### config.mk
export PLATFORM = sky130hd
export DESIGN_NAME = ssfc_eval
export DESIGN_NICKNAME = d
export VERILOG_FILES = /design/src/design/ssfc_pkg.sv /design/src/design/ssfc_eval.sv
export SDC_FILE = /design/constraint.sdc
export NUM_CORES = 1
export LEC_CHECK = 0
export BUFFER_PORTS_ARGS = -buffer_cell sky130_fd_sc_hd__buf_4
export CAP_MARGIN = 20
export CORE_MARGIN = 4
export CORE_UTILIZATION = 47
export DETAILED_ROUTE_END_ITERATION = 12
export PLACE_DENSITY = 0.84
export SLEW_MARGIN = 20
export SYNTH_ARGS = -nofsm -noshare
export SYNTH_HDL_FRONTEND = slang
export SYNTH_SLANG_ARGS = --single-unit
### constraint.sdc
create_clock -name vclk -period 7.53
set_input_delay 1.506 -clock vclk [all_inputs]
set_output_delay 1.506 -clock vclk [all_outputs]
set_load 0.01 [all_outputs]
### src/design/ssfc_pkg.sv
package ssfc_pkg;

  // Header length default
  localparam int HEADER_LEN_DEF = 14;

  // Field widths
  localparam int BYTE_W   = 8;
  localparam int WORD_W   = 16;
  localparam int STATUS_W = 2;

  // Header offsets
  localparam logic [WORD_W-1:0] OFS_SUM_LO    = 16'h0006;
  localparam logic [WORD_W-1:0] OFS_SUM_HI    = 16'h0007;
  localparam logic [WORD_W-1:0] OFS_SUM_START = 16'h0008;
  localparam logic [WORD_W-1:0] OFS_LEN_LO    = 16'h000A;
  localparam logic [WORD_W-1:0] OFS_LEN_HI    = 16'h000B;
  localparam logic [WORD_W-1:0] POS_MAX       = 16'hFFFF;

  // Output packing
  localparam int OUT_DATA_W = 32;

  typedef enum logic [STATUS_W-1:0] {
    ST_OK        = 2'd0,
    ST_SHORT     = 2'd1,
    ST_SUM_ERR   = 2'd2,
    ST_LEN_ERR   = 2'd3
  } status_t;

  // Per-frame tracking state
  typedef struct packed {
    logic [WORD_W-1:0] byte_position;
    logic [WORD_W-1:0] running_sum;
    logic [WORD_W-1:0] expected_sum;
    logic [WORD_W-1:0] declared_length;
  } frame_state_t;

  // One result item
  typedef struct packed {
    logic [BYTE_W-1:0] payload_byte;
    logic              payload_valid;
    logic              frame_done;
    status_t           frame_status;
    logic [WORD_W-1:0] payload_length;
  } result_t;

endpackage

### src/design/ssfc_eval.sv
module ssfc_eval #(
  parameter int HEADER_LEN = ssfc_pkg::HEADER_LEN_DEF
) (
  input  ssfc_pkg::frame_state_t           state_cur,
  input  logic [ssfc_pkg::WORD_W-1:0]      seed,
  input  logic [ssfc_pkg::BYTE_W-1:0]      data_byte,
  input  logic                             last_byte,
  output ssfc_pkg::frame_state_t           state_nxt,
  output ssfc_pkg::result_t                result
);

  localparam logic [ssfc_pkg::WORD_W:0] HDR = (ssfc_pkg::WORD_W+1)'(HEADER_LEN);

  logic [ssfc_pkg::WORD_W-1:0] pos;
  logic [ssfc_pkg::WORD_W-1:0] exp_upd;
  logic [ssfc_pkg::WORD_W-1:0] len_upd;
  logic [ssfc_pkg::WORD_W-1:0] sum_upd;
  logic [ssfc_pkg::WORD_W-1:0] sum_cmp;
  logic [ssfc_pkg::WORD_W:0]   pay_end;
  logic [ssfc_pkg::WORD_W:0]   flen;
  logic                        in_payload;

  assign pos = state_cur.byte_position;

  // Capture checksum and length bytes from the header
  always_comb begin
    exp_upd = state_cur.expected_sum;
    len_upd = state_cur.declared_length;
    unique if (pos == ssfc_pkg::OFS_SUM_LO) begin
      exp_upd[7:0] = data_byte;
    end else if (pos == ssfc_pkg::OFS_SUM_HI) begin
      exp_upd[15:8] = data_byte;
    end else if (pos == ssfc_pkg::OFS_LEN_LO) begin
      len_upd[7:0] = data_byte;
    end else if (pos == ssfc_pkg::OFS_LEN_HI) begin
      len_upd[15:8] = data_byte;
    end else begin
      exp_upd = state_cur.expected_sum;
    end
  end

  // Seed the running sum at the first summed byte, then accumulate
  always_comb begin
    priority if (pos == ssfc_pkg::OFS_SUM_START) begin
      sum_upd = seed + ssfc_pkg::WORD_W'(data_byte);
    end else if (pos > ssfc_pkg::OFS_SUM_START) begin
      sum_upd = state_cur.running_sum + ssfc_pkg::WORD_W'(data_byte);
    end else begin
      sum_upd = state_cur.running_sum;
    end
  end

  assign pay_end    = HDR + {1'b0, len_upd};
  assign in_payload = ({1'b0, pos} >= HDR) && ({1'b0, pos} < pay_end);
  assign flen       = {1'b0, pos} + 17'd1;
  assign sum_cmp    = (pos >= ssfc_pkg::OFS_SUM_START) ? sum_upd : seed;

  // Build the result item
  always_comb begin
    result.payload_byte   = in_payload ? data_byte : '0;
    result.payload_valid  = in_payload;
    result.frame_done     = last_byte;
    result.payload_length = last_byte ? len_upd : '0;
    priority if (!last_byte) begin
      result.frame_status = ssfc_pkg::ST_OK;
    end else if (flen < HDR) begin
      result.frame_status = ssfc_pkg::ST_SHORT;
    end else if (sum_cmp != exp_upd) begin
      result.frame_status = ssfc_pkg::ST_SUM_ERR;
    end else if (pay_end > flen) begin
      result.frame_status = ssfc_pkg::ST_LEN_ERR;
    end else begin
      result.frame_status = ssfc_pkg::ST_OK;
    end
  end

  // Clear on the final byte, otherwise advance with saturation
  always_comb begin
    if (last_byte) begin
      state_nxt = '0;
    end else begin
      state_nxt.byte_position   = (pos == ssfc_pkg::POS_MAX) ? pos : pos + 16'd1;
      state_nxt.running_sum     = sum_upd;
      state_nxt.expected_sum    = exp_upd;
      state_nxt.declared_length = len_upd;
    end
  end

endmodule

==> reports/qor.csv, run 1 <==
stage;metric;value;unit
outcome;status;finished, final reports clean;
pwr;ir_drop;0.0461;mV
min_path;holdCritPathClass;in2out;
job;cap_violations;0;
worst_setup_path;critPathKind;in2out;
die;core_area;8890;um^2
worst_setup_path;worst_setup_path_start_kind;primary input;
route;vias;5845;
pwr;sequentialPowerShare;0;
grt;met1_usage;0.418;
worst_setup_path;crit_start;state_cur[57];
route;drc;0;
timing;fin_crit_sh;0.979;
timing;hold_viol_final;0;
placed_design;placed_area;5930;um^2
grt;grt_max_degree;61;
layout;fin_area;6040;um^2
worst_setup_path;critPathMaxFanout;7;
route;drt_iter0_drc;488;
layout;diodes;0;
layout;fin_nets;973;
layout;final-seq-area;0;um^2
pwr;p_comb_frac;1.000;
die;die_w;104;um
placed_design;dp_hpwl;14900;um
yosys;ys_types;71;
layout;area_delta_synth_final;38.6;%
grt;use_met2;0.519;
grt;grt_pass1_wl;27900;um
timing;slew_headroom;0.411;
min_path;whs_path_depth;4;
layout;final_cell_mix;buf_4, nor2_1, nand2_1;
die;die_area;10900;um^2
grt;grt_util_met3;0.0341;
yosys;syn_avg_cell_area;6.70;um^2
route;dr.pass1.iters;5;
pwr;switching_share;0.543;
route;via_per_inst;6.23;
worst_setup_path;end_kind;output pin;
worst_setup_path;cp_num_cells;19;
timing;clock.fmax;0.136;GHz
die;rows;34;
timing;timing.hold.ws;3.37;ns
route;wl_per_cell;19.2;um
placed_design;routabilityCongestion;0.982;
worst_setup_path;critPathArrivalTime;5.86;ns
pwr;intPower;0.000180;W
placed_design;portBuffers;181;
grt;grt_pass1_vias;5443;
worst_setup_path;worstSetupEndpoint;result[17];
pwr;clkPwrFrac;0;
timing;finalSetupViolCount;0;
layout;n_clock_buffer;0;
yosys;syn_area;4360;um^2
yosys;synth_nets;791;
route;postRouteAntennaNets;0;
pwr;powerDensity;65.2;nW/um^2
worst_setup_path;slowest_delay;0.56;ns
die;io-pin-count;181;
layout;final_common_cell;buf_4;
grt;busiest_layer;met2;
worst_setup_path;path_buf_inv;3;
pwr;power_switching;0.000214;W
layout;layout-drive-gt1-share;0.290;
timing;tightest_slew;0.883;ns
timing;maxSlewViolCount;0;
timing;tns;0;ns
layout;seq_cells;0;
die;start_util;0.490;
die;die_height;104;um
yosys;synthCells;650;
timing;timing.final.crit_period;7.37;ns
yosys;yosysSeqAreaShare;0;
route;drt-total-wl;18000;um
worst_setup_path;crit_slowest_cell;or4_4;
pwr;power;0.000394;W
yosys;ys_warn_count;0;
worst_setup_path;cp.required;6.02;ns
worst_setup_path;path_cells;buf_4 -> or4_4 -> nor4_4 -> buf_6 -> mux2_2 -> nand2b_2 -> or4b_4 -> xor2_2 -> ha_1 -> a21o_1 -> a21o_1 -> a21oi_1 -> nand2b_1 -> nand2_1 -> mux2i_1 -> a21oi_2 -> a21oi_2 -> o211a_1 -> buf_4;
grt;gr-total-overflow;0;
grt;antenna_found_initial;0;
pwr;leakagePower;2.96;nW
worst_setup_path;crit_family;simple AND/OR/NAND/NOR gates;
grt;track_usage;0.306;
## Yosys cell counts, types with 3 or more instances
cell,instances,area (um^2)
and4_1,3,26.3
buf_4,3,22.5
o21ai_0,28,140
nand2b_1,4,25.0
a31oi_1,3,18.8
nor3_1,14,70.1
a221oi_1,3,26.3
o22ai_1,5,31.3
nand2_1,53,199
a211o_1,5,43.8
and2_1,13,81.3
a211oi_1,19,143
a21oi_1,39,195
mux2i_1,42,420
or4_1,4,30.0
nor4b_1,3,26.3
and3_1,9,56.3
mux2_2,3,33.8
buf_2,4,20.0
o211ai_1,6,45.0
nand4_1,20,125
inv_1,25,93.8
or3_1,3,18.8
nand3_1,20,100
o221ai_1,3,26.3
nor4_1,12,75.1
xor2_1,38,333
o21bai_1,3,22.5
nor2b_1,5,31.3
xnor2_1,28,245
ha_1,50,626
nor2_1,97,364
a21o_1,7,52.6
o21a_1,9,67.6
clkbuf_1,24,90.1
## what timing repair did
action | CTS | global route
setup buffers | 1 | 1
gates resized for setup | 0 | 23
hold buffers | 0 | 0
pin swaps | 1 | 5
endpoints found under the setup margin | 8 | 11
## power groups by stage
stage / logic [W] / clock network (W) / registers (W)
after detailed placement: 0.000379 / 0 / 0
final: 0.000394 / 0 / 0
after global placement: 0.000373 / 0 / 0
after global routing: 0.000427 / 0 / 0
after floorplan: 0.000219 / 0 / 0
after CTS: 0.000382 / 0 / 0
## final cells by class
type | instances | area, um^2
Timing Repair Buffer | 215 | 1620
Multi-Input combinational cell | 590 | 4190
Tap cell | 108 | 135
Inverter | 25 | 93.8
Fill cell | 769 | 2850
## tightest hold or removal path, stage by stage
cell and delay [ns]:
buf_4 0.07, mux2i_1 0.07, nor2_1 0.09, buf_4 0.12
## kinds of logic after synthesis
logic type,count (synthesis),share of synthesized area
AO/OA/AOI/OAI,154,0.238
adder cells (fa/ha/maj),53,0.155
AND/OR/NAND/NOR,271,0.307
buffers and inverters,60,0.0591
XOR/XNOR,66,0.133
multiplexers,46,0.107
## metal layers
metal | vias up | wire [um]
met4 | 0 | 365
met5 | - | 0
met1 | 2708 | 7480
met3 | 40 | 1770
met2 | 341 | 8440
li1 | 2756 | -
## through the flow
step / std cells / utilization / setup slack, ns
6_report: 938 / 0.679 / 0.159
5_1_grt: 938 / 0.679 / -0.0223
4_1_cts: 937 / 0.668 / 0.0322
3_5_place_dp: 936 / 0.667 / -0.0849
3_3_place_gp: 936 / 0.667 / 0.118
2_1_floorplan: 650 / - / 0.245
## worst min path at each step
stage / startpoint / end / slack, ns
final: state_cur[30] / state_nxt[30] / 3.37
after global routing: state_cur[39] / state_nxt[39] / 3.40
after CTS: state_cur[30] / state_nxt[30] / 3.38
after detailed placement: state_cur[30] / state_nxt[30] / 3.38
after global placement: state_cur[30] / state_nxt[30] / 3.37
after floorplan: last_byte / result[18] / 3.10
(Power assumes the default switching activity.)
==> run 2, diff against run 1 <==
CORE_UTILIZATION = 45   (was 47)
PLACE_DENSITY = 0.81   (was 0.84)
SKIP_LAST_GASP = 1   (was not set)
==> run 2 against run 1 <==
Effect of this change:
- critical path depth up 4
- flip-flop and latch count unchanged
- final cell count up 3.4%
- non-clock buffer count up 11
- fmax up 0.18%
- combinational power up 2%
- global-route usage down 1.0 points
- setup slack better by 0.013 ns
- largest cell class unchanged
- highest routed layer unchanged
==> reports/qor.csv, run 2 (synthesized netlist as in run 1, its figures left out) <==
stage;metric;value;unit
grt;grt_max_degree;61;
die;die_height;106;um
worst_setup_path;crit_family;compound AO/OA/AOI/OAI gates;
layout;nFillCells;826;
job;cap_violations;0;
worst_setup_path;worst_setup_path_start_kind;primary input;
timing;timing.final.crit_period;7.36;ns
layout;seq_cells;0;
timing;tightest_slew;0.823;ns
route;via_per_inst;6.06;
route;dr.pass1.iters;5;
route;vias;5875;
die;die_area;11300;um^2
min_path;whs_path_depth;4;
die;rows;35;
clock_network;cts_hold_buf;0;
layout;final_cell_mix;buf_4, nor2_1, nand2_1;
layout;final-seq-area;0;um^2
layout;final_common_cell;buf_4;
placed_design;dp_hpwl;14600;um
layout;diodes;0;
timing;fin_crit_sh;0.977;
worst_setup_path;critPathMaxFanout;9;
grt;antenna_found_initial;0;
grt;gr-total-overflow;0;
placed_design;routabilityCongestion;1.01;
layout;final_core_util;0.664;
worst_setup_path;crit_slowest_cell;or4_4;
route;drt_iter0_drc;496;
route;wl_per_cell;18.6;um
worst_setup_path;crit_start;state_cur[55];
worst_setup_path;critPathKind;in2out;
timing;hold_viol_final;0;
pwr;powerDensity;64.9;nW/um^2
timing;tns;0;ns
grt;use_met2;0.521;
min_path;hp-start;state_cur[39];
grt;grt_util_met3;0.0188;
outcome;status;finished, final reports clean;
worst_setup_path;cp.required;6.02;ns
grt;met1_usage;0.398;
layout;multi_input_area;4230;um^2
pwr;ir_drop;0.0455;mV
timing;slew_headroom;0.451;
route;drt-total-wl;18100;um
die;io-pin-count;181;
pwr;leakagePower;3.03;nW
layout;layout-drive-gt1-share;0.303;
die;die_w;106;um
placed_design;dpl.cell_count;962;
timing;maxSlewViolCount;0;
worst_setup_path;path_cells;buf_4 -> or4_4 -> nor4_4 -> buf_6 -> mux2i_4 -> ha_2 -> buf_4 -> buf_4 -> a21oi_2 -> nand2_1 -> xor2_1 -> mux2i_1 -> inv_1 -> ha_1 -> o21a_1 -> o22ai_1 -> maj3_2 -> o21bai_4 -> a2111oi_2 -> o31a_1 -> buf_4 -> and2_1 -> buf_4;
placed_design;portBuffers;181;
timing;clock.fmax;0.136;GHz
grt;grt_pass1_vias;5662;
layout;fin_nets;984;
grt;grt_pass1_wl;28000;um
grt;track_usage;0.295;
die;start_util;0.467;
layout;area_delta_synth_final;42.1;%
placed_design;placed_area;5990;um^2
worst_setup_path;slowest_delay;0.55;ns
worst_setup_path;path_buf_inv;7;
timing;finalSetupViolCount;0;
layout;fin_cells;970;
min_path;holdCritPathClass;in2out;
worst_setup_path;end_kind;output pin;
route;postRouteAntennaNets;0;
min_path;whs_endpoint;state_nxt[39];
layout;n_clock_buffer;0;
die;core_area;9330;um^2
grt;busiest_layer;met2;
worst_setup_path;crit_path_frequent_cell;buf_4;
route;drc;0;
timing;rsz0062_at_grt;yes;
worst_setup_path;critPathArrivalTime;5.85;ns
layout;fin_area;6190;um^2
-- run 2: area by class of cell --
type                            count  share of cell area
Multi-Input combinational cell    590               0.684
Timing Repair Buffer              226               0.275
Tap cell                          129              0.0261
Inverter                           25              0.0152
-- run 2: routing by layer --
metal,part of all wire,vias to the layer above
met3,0.092,35
met4,0.018,0
li1,-,2768
met1,0.40,2750
met5,0,-
met2,0.49,322
-- run 2: through the flow --
| step | hold slack, ns | power (W) | setup WS, ns |
|---|---|---|---|
| 2_1_floorplan | 3.10 | 0.000219 | 0.245 |
| 3_3_place_gp | 3.38 | 0.000373 | 0.0219 |
| 3_5_place_dp | 3.38 | 0.000381 | -0.0765 |
| 4_1_cts | 3.38 | 0.000383 | 0.00997 |
| 5_1_grt | 3.40 | 0.000436 | -0.0273 |
| 6_report | 3.38 | 0.000402 | 0.173 |
-- run 2: where the power goes --
part	leakage (nW)	internal [W]	switching [W]
sequential	0	0	0
combinational	3.03	0.000186	0.000216
clock	0	0	0
total	3.03	0.000186	0.000216
-- run 2: what timing repair did --
action	4_1_cts	5_1_grt
resized for setup	0	31
buffers inserted	1	7
pin swaps	2	6
endpoints found under the hold margin	0	0
endpoints found under the setup margin	10	11
-- run 2: how the worst max path moves through the flow --
| stage | to | slack [ns] | depth (start not counted) |
|---|---|---|---|
| global placement | result[17] | 0.02 | 19 |
| CTS | result[17] | 0.01 | 22 |
| floorplan | result[20] | 0.24 | 23 |
| finish | result[25] | 0.17 | 23 |
| detailed placement | result[17] | -0.08 | 19 |
| global route | result[25] | -0.03 | 23 |
